### src/rtl/fault_event_debounce_store_core_macros.svh
// assertion macros for the fault event store
// used by the top level only, no other dependencies
`ifndef FAULT_EVENT_DEBOUNCE_STORE_CORE_MACROS_SVH
`define FAULT_EVENT_DEBOUNCE_STORE_CORE_MACROS_SVH
`ifndef SYNTHESIS
`define FEDS_ASSERT_ALWAYS(label, clk, rst, expr) \
  label: assert property (@(posedge clk) disable iff (rst) (expr)) \
    else $error("assertion failed");
`define FEDS_ASSERT_NEXT(label, clk, rst, ante, cons) \
  label: assert property (@(posedge clk) disable iff (rst) (ante) |=> (cons)) \
    else $error("assertion failed");
`else
`define FEDS_ASSERT_ALWAYS(label, clk, rst, expr)
`define FEDS_ASSERT_NEXT(label, clk, rst, ante, cons)
`endif
`endif

### src/rtl/feds_pkg.sv
// shared types and constants of the fault event store
// no dependencies
package feds_pkg;

  localparam int NUM_EVENTS = 16;
  localparam int IDW = $clog2(NUM_EVENTS + 1);
  localparam int CMP_W = (IDW > 4) ? IDW : 4;

  localparam logic [7:0] ST_TEST_FAILED = 8'h01;
  localparam logic [7:0] ST_PENDING = 8'h04;
  localparam logic [7:0] ST_CONFIRMED = 8'h08;
  localparam logic [7:0] SAT_MAX = 8'hFF;

  localparam logic [7:0] FAIL_THR_RST = 8'd3;
  localparam logic [7:0] PASS_THR_RST = 8'd3;
  localparam logic [7:0] LEVEL_RST = 8'd1;

  localparam logic [1:0] REG_FAIL_THR = 2'd0;
  localparam logic [1:0] REG_PASS_THR = 2'd1;
  localparam logic [1:0] REG_LEVEL = 2'd2;

  typedef enum logic [2:0] {
    ACT_FAILED  = 3'd0,
    ACT_PASSED  = 3'd1,
    ACT_CLEAR   = 3'd2,
    ACT_READ    = 3'd3,
    ACT_SEARCH  = 3'd4,
    ACT_PRIMARY = 3'd5
  } action_t;

  typedef struct packed {
    logic [7:0] fail_thr;
    logic [7:0] pass_thr;
    logic [7:0] level;
  } cfg_t;

  typedef struct packed {
    logic       active;
    logic       stored;
    logic [7:0] level;
    logic [7:0] occ;
    logic [7:0] status;
  } entry_t;

  typedef struct packed {
    logic       valid;
    action_t    action;
    logic [3:0] ev;
    logic [7:0] mask;
    logic       found;
    logic [4:0] idx;
    entry_t     rec;
    logic       alt_found;
    logic [4:0] alt_idx;
    entry_t     alt_rec;
    logic       any;
  } tok_t;

endpackage

### src/rtl/feds_in_if.sv
// request channel of the fault event store
// no dependencies
interface feds_in_if;
  logic       valid;
  logic       ready;
  logic [2:0] action;
  logic [3:0] event_index;
  logic [7:0] match_bits;

  modport source (output valid, action, event_index, match_bits, input ready);
  modport sink (input valid, action, event_index, match_bits, output ready);
endinterface

### src/rtl/feds_out_if.sv
// response channel of the fault event store
// no dependencies
interface feds_out_if;
  logic       valid;
  logic       ready;
  logic       found;
  logic [4:0] entry_index;
  logic       entry_active;
  logic       entry_stored;
  logic [7:0] entry_level;
  logic [7:0] entry_occurrences;
  logic [7:0] entry_status;
  logic       any_active;

  modport source (output valid, found, entry_index, entry_active, entry_stored,
                  entry_level, entry_occurrences, entry_status, any_active,
                  input ready);
  modport sink (input valid, found, entry_index, entry_active, entry_stored,
                entry_level, entry_occurrences, entry_status, any_active,
                output ready);
endinterface

### src/rtl/feds_cell.sv
// one entry of the fault store: debounce state plus one stage of the query chain
// depends on feds_pkg
module feds_cell (
  input  logic                     clk,
  input  logic                     rst,
  input  feds_pkg::cfg_t           cfg,
  input  logic [feds_pkg::CMP_W-1:0] cell_id,
  input  feds_pkg::tok_t           tok_in,
  output feds_pkg::tok_t           tok_out
);

  logic [7:0] fail_run, fail_run_next;
  logic [7:0] pass_run, pass_run_next;
  logic       active, active_next;
  logic       stored, stored_next;
  logic [7:0] severity, severity_next;
  logic [7:0] occ, occ_next;
  logic [7:0] status, status_next;

  logic           hit_ev;
  logic           at_or_after;
  logic [7:0]     fr;
  logic [7:0]     pr;
  feds_pkg::entry_t cur;
  feds_pkg::tok_t   t;

  assign hit_ev = (feds_pkg::CMP_W'(tok_in.ev) == cell_id);
  assign at_or_after = (cell_id >= feds_pkg::CMP_W'(tok_in.ev));
  assign fr = (fail_run < cfg.fail_thr) ? fail_run + 8'd1 : fail_run;
  assign pr = (pass_run < cfg.pass_thr) ? pass_run + 8'd1 : pass_run;

  always_comb begin
    cur.active = active;
    cur.stored = stored;
    cur.level = severity;
    cur.occ = occ;
    cur.status = status;
  end

  always_comb begin
    fail_run_next = fail_run;
    pass_run_next = pass_run;
    active_next = active;
    stored_next = stored;
    severity_next = severity;
    occ_next = occ;
    status_next = status;
    if (tok_in.valid) begin
      unique case (tok_in.action)
        feds_pkg::ACT_FAILED: begin
          if (hit_ev) begin
            pass_run_next = 8'd0;
            fail_run_next = fr;
            severity_next = cfg.level;
            if (fr < cfg.fail_thr) begin
              status_next = feds_pkg::ST_PENDING;
            end else begin
              if (!active && occ < feds_pkg::SAT_MAX) occ_next = occ + 8'd1;
              active_next = 1'b1;
              stored_next = 1'b1;
              status_next = feds_pkg::ST_TEST_FAILED | feds_pkg::ST_PENDING |
                            feds_pkg::ST_CONFIRMED;
            end
          end
        end
        feds_pkg::ACT_PASSED: begin
          if (hit_ev) begin
            fail_run_next = 8'd0;
            pass_run_next = pr;
            if (pr >= cfg.pass_thr) begin
              active_next = 1'b0;
              if ((status & feds_pkg::ST_CONFIRMED) != 8'd0) begin
                stored_next = 1'b1;
                status_next = feds_pkg::ST_CONFIRMED;
              end else begin
                stored_next = 1'b0;
                status_next = 8'd0;
                severity_next = 8'd0;
              end
            end
          end
        end
        feds_pkg::ACT_CLEAR: begin
          fail_run_next = 8'd0;
          pass_run_next = 8'd0;
          active_next = 1'b0;
          stored_next = 1'b0;
          severity_next = 8'd0;
          occ_next = 8'd0;
          status_next = 8'd0;
        end
        default: begin
        end
      endcase
    end
  end

  // query word handed on to the next cell
  always_comb begin
    t = tok_in;
    t.any = tok_in.any | active_next;
    unique case (tok_in.action)
      feds_pkg::ACT_READ: begin
        if (hit_ev) begin
          t.found = 1'b1;
          t.idx = 5'(cell_id);
          t.rec = cur;
        end
      end
      feds_pkg::ACT_SEARCH: begin
        if (!tok_in.found && at_or_after && ((status & tok_in.mask) != 8'd0)) begin
          t.found = 1'b1;
          t.idx = 5'(cell_id + 1'b1);
          t.rec = cur;
        end
      end
      feds_pkg::ACT_PRIMARY: begin
        if (!tok_in.found && active) begin
          t.found = 1'b1;
          t.idx = 5'(cell_id);
          t.rec = cur;
        end
        if (!tok_in.alt_found && stored) begin
          t.alt_found = 1'b1;
          t.alt_idx = 5'(cell_id);
          t.alt_rec = cur;
        end
      end
      default: begin
      end
    endcase
  end

  always_ff @(posedge clk) begin
    if (rst) begin
      fail_run <= 8'd0;
      pass_run <= 8'd0;
      active <= 1'b0;
      stored <= 1'b0;
      severity <= 8'd0;
      occ <= 8'd0;
      status <= 8'd0;
      tok_out.valid <= 1'b0;
    end else begin
      fail_run <= fail_run_next;
      pass_run <= pass_run_next;
      active <= active_next;
      stored <= stored_next;
      severity <= severity_next;
      occ <= occ_next;
      status <= status_next;
      tok_out <= t;
    end
  end

endmodule

### src/rtl/fault_event_debounce_store_core.sv
// top level of the debounced fault event store
// depends on feds_pkg, feds_in_if, feds_out_if, feds_cell and the macros header
//
// Each event entry lives in its own cell of a row of NUM_EVENTS cells. An accepted
// request becomes a query word that walks the row one cell per cycle; the cell it
// addresses applies a failed or passed report, every cell clears on a clear, and reads,
// mask searches and primary lookups pick up their entry on the way. An accepted item passes
// launch, the cell row, done_tok and then the response register; one item is in flight at a
// time, and a new request is taken while the previous response still waits. Threshold and
// level registers are written through cfg_we/cfg_index/cfg_data; the user must do so only
// while the block is idle, which the block itself does not enforce.
`include "fault_event_debounce_store_core_macros.svh"
module fault_event_debounce_store_core (
  input  logic              clk,
  input  logic              rst,
  input  logic              cfg_we,
  input  logic [1:0]        cfg_index,
  input  logic [7:0]        cfg_data,
  feds_in_if.sink           req,
  feds_out_if.source        rsp
);

  typedef enum logic [1:0] {
    S_IDLE,
    S_RUN,
    S_DONE
  } state_t;

  state_t           state;
  feds_pkg::cfg_t   cfg;
  feds_pkg::tok_t   launch;
  feds_pkg::tok_t   done_tok;
  feds_pkg::tok_t   chain [feds_pkg::NUM_EVENTS];
  feds_pkg::tok_t   start;
  logic [feds_pkg::NUM_EVENTS:0] tok_valid;

  logic             f_found;
  logic [4:0]       f_idx;
  feds_pkg::entry_t f_rec;

  logic             o_found;
  logic [4:0]       o_idx;
  feds_pkg::entry_t o_rec;
  logic             o_any;
  logic             o_valid;

  assign req.ready = (state == S_IDLE);

  always_comb begin
    start = '0;
    start.valid = 1'b1;
    start.action = feds_pkg::action_t'(req.action);
    start.ev = req.event_index;
    start.mask = req.match_bits;
  end

  always_ff @(posedge clk) begin
    if (rst) begin
      cfg.fail_thr <= feds_pkg::FAIL_THR_RST;
      cfg.pass_thr <= feds_pkg::PASS_THR_RST;
      cfg.level <= feds_pkg::LEVEL_RST;
    end else if (cfg_we) begin
      unique case (cfg_index)
        feds_pkg::REG_FAIL_THR: cfg.fail_thr <= cfg_data;
        feds_pkg::REG_PASS_THR: cfg.pass_thr <= cfg_data;
        feds_pkg::REG_LEVEL:    cfg.level <= cfg_data;
        default: begin
        end
      endcase
    end
  end

  genvar g;
  generate
    for (g = 0; g < feds_pkg::NUM_EVENTS; g++) begin : g_cell
      feds_pkg::tok_t tin;
      if (g == 0) begin : g_first
        assign tin = launch;
      end else begin : g_rest
        assign tin = chain[g-1];
      end
      feds_cell u_cell (
        .clk     (clk),
        .rst     (rst),
        .cfg     (cfg),
        .cell_id (feds_pkg::CMP_W'(g)),
        .tok_in  (tin),
        .tok_out (chain[g])
      );
    end
  endgenerate

  always_comb begin
    tok_valid[0] = launch.valid;
    for (int i = 0; i < feds_pkg::NUM_EVENTS; i++) tok_valid[i+1] = chain[i].valid;
  end

  // response formatting
  always_comb begin
    f_found = 1'b0;
    f_idx = 5'd0;
    f_rec = '0;
    unique case (done_tok.action)
      feds_pkg::ACT_READ: begin
        f_found = done_tok.found;
        f_idx = 5'(done_tok.ev);
        if (done_tok.found) f_rec = done_tok.rec;
      end
      feds_pkg::ACT_SEARCH: begin
        if (done_tok.found) begin
          f_found = 1'b1;
          f_idx = done_tok.idx;
          f_rec = done_tok.rec;
        end else begin
          f_idx = 5'(feds_pkg::NUM_EVENTS);
        end
      end
      feds_pkg::ACT_PRIMARY: begin
        priority if (done_tok.found) begin
          f_found = 1'b1;
          f_idx = done_tok.idx;
          f_rec = done_tok.rec;
        end else if (done_tok.alt_found) begin
          f_found = 1'b1;
          f_idx = done_tok.alt_idx;
          f_rec = done_tok.alt_rec;
        end else begin
          f_found = 1'b0;
        end
      end
      default: begin
      end
    endcase
  end

  always_ff @(posedge clk) begin
    if (rst) begin
      state <= S_IDLE;
      launch.valid <= 1'b0;
      o_valid <= 1'b0;
    end else begin
      if (o_valid && rsp.ready && state != S_DONE) o_valid <= 1'b0;
      unique case (state)
        S_IDLE: begin
          if (req.valid) begin
            launch <= start;
            state <= S_RUN;
          end
        end
        S_RUN: begin
          launch.valid <= 1'b0;
          if (chain[feds_pkg::NUM_EVENTS-1].valid) begin
            done_tok <= chain[feds_pkg::NUM_EVENTS-1];
            state <= S_DONE;
          end
        end
        S_DONE: begin
          if (!o_valid || rsp.ready) begin
            o_valid <= 1'b1;
            o_found <= f_found;
            o_idx <= f_idx;
            o_rec <= f_rec;
            o_any <= done_tok.any;
            state <= S_IDLE;
          end
        end
        default: state <= S_IDLE;
      endcase
    end
  end

  assign rsp.valid = o_valid;
  assign rsp.found = o_found;
  assign rsp.entry_index = o_idx;
  assign rsp.entry_active = o_rec.active;
  assign rsp.entry_stored = o_rec.stored;
  assign rsp.entry_level = o_rec.level;
  assign rsp.entry_occurrences = o_rec.occ;
  assign rsp.entry_status = o_rec.status;
  assign rsp.any_active = o_any;

  `FEDS_ASSERT_NEXT(a_launch, clk, rst, req.valid && req.ready, launch.valid)
  `FEDS_ASSERT_ALWAYS(a_one_word, clk, rst, $onehot0(tok_valid))
  `FEDS_ASSERT_ALWAYS(a_idle_empty, clk, rst, !req.ready || (tok_valid == '0))

endmodule

### src/flat_wrapper.sv
// flat-port wrapper written by rule: the top's interface ports become plain ports
module fault_event_debounce_store_core_flat 
  (clk, rst, cfg_we, cfg_index, cfg_data, req_valid, req_action, req_event_index, req_match_bits, req_ready, rsp_valid, rsp_found, rsp_entry_index, rsp_entry_active, rsp_entry_stored, rsp_entry_level, rsp_entry_occurrences, rsp_entry_status, rsp_any_active, rsp_ready);
  feds_in_if req_i ();
  feds_out_if rsp_i ();
  input  logic clk;
  input  logic rst;
  input  logic cfg_we;
  input  logic [1:0] cfg_index;
  input  logic [7:0] cfg_data;
  input wire logic [$bits(req_i.valid)-1:0] req_valid;
  input wire logic [$bits(req_i.action)-1:0] req_action;
  input wire logic [$bits(req_i.event_index)-1:0] req_event_index;
  input wire logic [$bits(req_i.match_bits)-1:0] req_match_bits;
  output wire logic [$bits(req_i.ready)-1:0] req_ready;
  output wire logic [$bits(rsp_i.valid)-1:0] rsp_valid;
  output wire logic [$bits(rsp_i.found)-1:0] rsp_found;
  output wire logic [$bits(rsp_i.entry_index)-1:0] rsp_entry_index;
  output wire logic [$bits(rsp_i.entry_active)-1:0] rsp_entry_active;
  output wire logic [$bits(rsp_i.entry_stored)-1:0] rsp_entry_stored;
  output wire logic [$bits(rsp_i.entry_level)-1:0] rsp_entry_level;
  output wire logic [$bits(rsp_i.entry_occurrences)-1:0] rsp_entry_occurrences;
  output wire logic [$bits(rsp_i.entry_status)-1:0] rsp_entry_status;
  output wire logic [$bits(rsp_i.any_active)-1:0] rsp_any_active;
  input wire logic [$bits(rsp_i.ready)-1:0] rsp_ready;
  assign req_i.valid = req_valid;
  assign req_i.action = req_action;
  assign req_i.event_index = req_event_index;
  assign req_i.match_bits = req_match_bits;
  assign req_ready = req_i.ready;
  assign rsp_valid = rsp_i.valid;
  assign rsp_found = rsp_i.found;
  assign rsp_entry_index = rsp_i.entry_index;
  assign rsp_entry_active = rsp_i.entry_active;
  assign rsp_entry_stored = rsp_i.entry_stored;
  assign rsp_entry_level = rsp_i.entry_level;
  assign rsp_entry_occurrences = rsp_i.entry_occurrences;
  assign rsp_entry_status = rsp_i.entry_status;
  assign rsp_any_active = rsp_i.any_active;
  assign rsp_i.ready = rsp_ready;
  fault_event_debounce_store_core u_core (.clk(clk), .rst(rst), .cfg_we(cfg_we), .cfg_index(cfg_index), .cfg_data(cfg_data), .req(req_i), .rsp(rsp_i));
endmodule
### config.mk
export PLATFORM = sky130hd
export DESIGN_NAME = fault_event_debounce_store_core_flat
export DESIGN_NICKNAME = d
export VERILOG_FILES = /design/src/rtl/feds_pkg.sv /design/src/rtl/feds_in_if.sv /design/src/rtl/feds_out_if.sv /design/src/rtl/feds_cell.sv /design/src/rtl/fault_event_debounce_store_core.sv /design/src/flat_wrapper.sv
export VERILOG_INCLUDE_DIRS = /design/src /design/src/rtl
export SDC_FILE = /design/constraint.sdc
export NUM_CORES = 2
export LEC_CHECK = 0
export BUFFER_PORTS_ARGS = -buffer_cell sky130_fd_sc_hd__clkbuf_2
export CAP_MARGIN = 20
export CELL_PAD_IN_SITES_DETAIL_PLACEMENT = 1
export CELL_PAD_IN_SITES_GLOBAL_PLACEMENT = 1
export CORE_MARGIN = 4
export CORE_UTILIZATION = 54
export CTS_BUF_LIST = sky130_fd_sc_hd__clkbuf_4 sky130_fd_sc_hd__clkbuf_8
export CTS_CLUSTER_DIAMETER = 200
export DETAILED_ROUTE_END_ITERATION = 10
export GPL_TIMING_DRIVEN = 0
export PLACE_DENSITY_LB_ADDON = 0.1
export SLEW_MARGIN = 20
export SYNTH_ARGS = -nofsm -noshare
export SYNTH_HDL_FRONTEND = slang
export SYNTH_SLANG_ARGS = --single-unit
### constraint.sdc
create_clock -name clk -period 40.3 [get_ports clk]
set_input_delay 8.06 -clock clk [delete_from_list [all_inputs] [get_ports clk]]
set_output_delay 8.06 -clock clk [all_outputs]
set_load 0.05 [all_outputs]
; Word-level counts from Yosys, hierarchy flattened
; Index checks and enable logic that the tools add are counted.
[totals]
ff_bits = 2108
in_bits = 30
output_inout_bits = 35
wordCells = 1772
[classes]
addsub = 48
magnitude_cmp = 96
eq_ne = 202
mux = 660
bitwise = 32
reduce_logical = 285
[op_table]
columns = cell, count
row1 = two-way mux 32 bit, 79
row2 = two-way mux 8 bit, 240
row3 = case mux 32 bit (3 select lines), 16
row4 = case mux 8 bit (3 select lines), 64
row5 = adder 8 x 1 -> 8 bit (second input constant), 48
row6 = less-than comparator 8 bit, 48
row7 = case mux 8 bit (2 select lines), 16
row8 = inequality test 2 bit (second input constant), 99
row9 = AND reduction 6 bit, 32
row10 = two-way mux 1 bit, 166
row11 = AND reduction 5 bit, 32
row12 = AND 8 bit, 16
row13 = greater-or-equal comparator 8 bit, 16
row14 = less-than comparator 8 bit (second input constant), 16
row15 = two-way mux 4 bit, 32
row16 = nonzero test 8 bit, 16
row17 = equality test 3 bit (second input constant), 34
row18 = equality test 3 x 2 -> 1 bit (second input constant), 33
row19 = case mux 1 bit (3 select lines), 33
row20 = two-way mux 81 bit, 1
row21 = logical AND 1 bit, 79
row22 = two-way mux 26 bit, 3
row23 = AND reduction 4 bit, 16
row24 = case mux 26 bit (2 select lines), 1
row25 = other kinds (29), 187

; Logic depth before layout (Yosys ltp)
[logic_depth]
ltp_word = 8
depth_mapped = 19
ltp_nobuf = 19

; Cells and area by module
; Synthesis repeated with hierarchy kept, for this count alone.
[unflattened]
cells_unflattened = 9417
hier_area_um2 = 104941.9
[by_module_without_submodules]
columns = mod, n_inst, cells_per_inst, area_per_inst_um2, seq_area_each_um2
row1 = feds_cell (u_core.g_cell[0].u_cell ...), 10, 563, 6233.5, 3163.0
row2 = feds_cell (u_core.g_cell[7].u_cell ...), 2, 577, 6138.4, 3163.0
row3 = feds_cell (u_core.g_cell[14].u_cell), 1, 610, 6486.2, 3163.0
row4 = feds_cell (u_core.g_cell[5].u_cell), 1, 592, 6339.8, 3163.0
row5 = feds_cell (u_core.g_cell[6].u_cell), 1, 555, 6162.2, 3163.0
row6 = feds_cell (u_core.g_cell[9].u_cell), 1, 571, 6098.3, 3163.0
row7 = fault_event_debounce_store_core, 1, 305, 5243.8, 4164.0

; Worst setup path before layout
; OpenSTA, ideal clock, no wires.
[synth_path]
path_kind = input to register
from = in rst
to = reg u_core.g_cell[3].u_cell.stored
setup_ns = 0.179
arrival_ns = 37.069
required_time_ns = 40.121
path_slack_ns = 3.052
cell_stages = 4
n_path_buf = 2
path_cell_list = clkinv_1 -> clkbuf_1 -> clkbuf_1 -> o211a_1
[synth_rtl]
columns = item, line_no
row1 = "start, declared", flat_wrapper.sv:7  ; input logic rst;
row2 = "end signal, assigned", feds_cell.sv:148  ; stored <= stored_next;
row3 = "end, declared", feds_cell.sv:15  ; logic stored, stored_next;
; No word-level cell between the ends.

; Worst setup path in the final report
[layout_path]
from = in rst
to = reg u_core.g_cell[0].u_cell.tok_out[13] in the netlist's numbering (enable)
[layout_rtl]
columns = item, line_no
row1 = "end signal, assigned", feds_cell.sv:152  ; tok_out <= t;
row2 = "end, declared", feds_cell.sv:9  ; output feds_pkg::tok_t tok_out
; No word-level cell between the ends.

==> results_dict.tcl <==
set metrics [dict create \
    grt_setup_unrepaired "false" \
    ys_types 102 \
    synth_edf_count 1077 \
    first_pass_iters 6 \
    initial_utilization_pct 54.5 \
    drt_wl_total_mm 291 \
    cts.clk_slew.worst_paths_ps 60 \
    gp_congestion 0.913 \
    worstMarginPinSlew_ps 1220 \
    start_kind "primary input" \
    antenna_found_initial 14 \
    cts_setup_buffers 0 \
    slew_headroom_pct 18.1 \
    die_y_um 406 \
    cts-resized-gates 0 \
    synth-warning-count 0 \
    vias_per_cell 6.30 \
    drt_iter0_drc 5113 \
    drv_cap 0 \
    yosys_register_bits 1713 \
    via_count 65900 \
    grt_pass1_vias 69131 \
    rows 145 \
    hold_violations 0 \
    synth_area_leaders "edfxtp_1 38%, dfxtp_1 15%, ha_1 7.5%, mux2_2 7.1%, a21oi_1 3.1%" \
    nFillCells 16444 \
    power.density_mw_per_mm2 39.9 \
    ctsHoldBuffers 0 \
    dpl.hpwl_mm 217 \
    syn_area_per_cell_um2 11.0 \
    fp.dieW_um 406 \
    critPathArrivalTime_ps 12690 \
    grt_start_max_net_pins 61 \
    cts_tree "yes" \
    drive_above_1_share_pct 16.3 \
    status "complete, no violations" \
    die_area_mm2 0.165 \
    hold_path.class "reg2reg" \
    crit_path_end_kind "register" \
    layout_common_cells "1,077 x edfxtp_1, 645 x nand2_1, 635 x dfxtp_1" \
    synth_top_area_share_pct 37.9 \
    grt.total_usage_pct 35.0 \
    final_common_cell "edfxtp_1" \
    ys.flop_type "edfxtp_1" \
    fin_nets 8710 \
    async_flop_share_pct 0 \
    wire_per_inst_um 27.9 \
    yosysSeqAreaShare_pct 52.8 \
    drc 0 \
    coreArea_mm2 0.157 \
    fmaxAchievable_mhz 83.3 \
    portBuffers 54 \
    overflow 0 \
    p_leak_nw 36.2 \
    period_share_pct 29.8 \
    cts-root-buf "clkbuf_8" \
    cts_buffer_depth 4 \
    yosysTopAreaCell "edfxtp_1" \
    ant_nets 0 \
    ir_drop_mv 0.0416 \
    setup_viol 0 \
    cts_made_buffers 309 \
    fin_util_pct 61.2 \
    drv_slew 0 \
    io_pins 65 \
    synth_cells 7731 \
    cts.sinks 1713 \
    period_minus_slack_ps 12000 \
    crit_type "in2reg" \
    clock_skew_ps 86.5 \
    crit_fanout 56 \
    cts_max_level 5 \
    required_ps 40990 \
    syn2layout_area_growth_pct 12.3 \
    grt_pass1_wl_mm 432 \
    syn_area_mm2 0.0854 \
    whs_ps 394 \
    clkLatencyLatePin_ps 1070 \
]
-- flip-flops by register name, indices dropped and copies added (netlist names), 2 cells and up --
signal and cells:
u_core.done_tok 61, u_core.g_cell.u_cell.active 16, u_core.g_cell.u_cell.severity 128, u_core.g_cell.u_cell.fail_run 128, u_core.g_cell.u_cell.stored 16, u_core.state 2
u_core.g_cell.u_cell.occ 128, u_core.rsp.entry_index 5, u_core.g_cell.u_cell.pass_run 128, u_core.g_cell.u_cell.status 48, u_core.rsp.entry_status 3, u_core.g_cell.u_cell.tok_out 994
u_core.rsp.entry_level 8, u_core.rsp.entry_occurrences 8, u_core.cfg 24, u_core.g_cell.tin 11
-- critical path, cell delays in order --
cell and delay [ps]:
clkbuf_2 430, clkinv_1 530, clkbuf_2 490, buf_16 210, clkbuf_4 620, buf_16 340
buf_16 290, buf_16 290, buf_16 290, buf_12 280, buf_16 300, buf_12 310
-- report_power, final --
group	total (mW)	switching, mW	internal (mW)
clock network	1.66	0.731	0.927
registers	1.96	0.0296	1.93
logic	0.206	0.141	0.0643
-- cell families (layout without fill, tap and decap cells) --
kind of cell,count (synthesis),in the layout,share of synthesized area (%)
xor+xnor,245,245,2.51
compound gates,1664,1664,12.2
fa+ha+maj,512,512,7.50
buf+inv,412,1069,1.88
flops,1713,1713,52.8
other cells,1,16,0.00439
simple gates,2559,2559,15.0
mux,625,625,8.12
-- through the flow --
step	setup slack [ps]	total power [mW]	setup TNS, ps	area, um^2	cells
after floorplan	3050	2.14	0	85400	7735
after global placement	-9450	2.24	-8090920	88200	9847
after detailed placement	27340	2.19	0	89700	9915
after CTS	28430	3.84	0	95800	10450
after global routing	28240	3.94	0	95800	10452
final	28300	3.82	0	95900	10461
-- synthesized netlist by cell type (15+ instances only) --
cell / instances
a211oi_1: 30
a21o_1: 116
a21oi_1: 534
a222oi_1: 16
a22oi_1: 119
a311oi_1: 15
a31oi_1: 59
a41oi_1: 37
and2_1: 69
and3_1: 99
and4_1: 29
buf_2: 24
clkbuf_1: 275
dfxtp_1: 636
edfxtp_1: 1077
ha_1: 512
inv_1: 98
mux2_2: 535
mux2i_1: 82
nand2_1: 645
nand2b_1: 181
nand3_1: 221
nand3b_1: 39
nand4_1: 99
nor2_1: 617
nor2b_1: 131
nor3_1: 100
nor3b_1: 36
nor4_1: 26
o211ai_1: 24
o21a_1: 36
o21ai_0: 432
o21ai_1: 49
o31ai_1: 16
or2_2: 56
or3_1: 113
or4_1: 54
xnor2_1: 158
xor2_1: 87
-- routing by layer --
metal | vias up | global-route usage, % | part of all wire, %
met3 | 925 | 5.83 | 5.4
met2 | 2260 | 58.9 | 48
met1 | 32944 | 39.4 | 37
met4 | 0 | 28.3 | 9.3
met5 | - | 0 | 0
li1 | 29771 | - | -
-- area by class of cell --
cell class,instances,area [um^2],area share [%]
Sequential cell,1713,45100,47.0
Multi-Input combinational cell,5610,38800,40.5
Clock buffer,452,5560,5.80
Tap cell,2058,2570,2.69
Timing Repair Buffer,122,1600,1.66
Buffer,313,1290,1.34
Clock inverter,83,561,0.585
Inverter,99,379,0.395
Antenna cell,11,27.5,0.0287
-- worst paths after layout --
check                                                      start                                                end  slack [ps]  cells past startpoint
setup / recovery                                             rst  u_core.g_cell[0].u_cell.tok_out[13]$_SDFFCE_PN0N_       28300                     12
hold / removal    u_core.g_cell[15].u_cell.tok_out[50]$_DFFE_PN_                      u_core.done_tok[50]$_DFFE_PP_         390                      0
setup reg to reg                      u_core.cfg[8]$_SDFFE_PP1P_   u_core.g_cell[3].u_cell.severity[7]$_SDFFE_PP0P_       33940                     19
hold reg to reg   u_core.g_cell[15].u_cell.tok_out[50]$_DFFE_PN_                      u_core.done_tok[50]$_DFFE_PP_         390                      0
No activity file was read; power rests on OpenSTA's default activity.
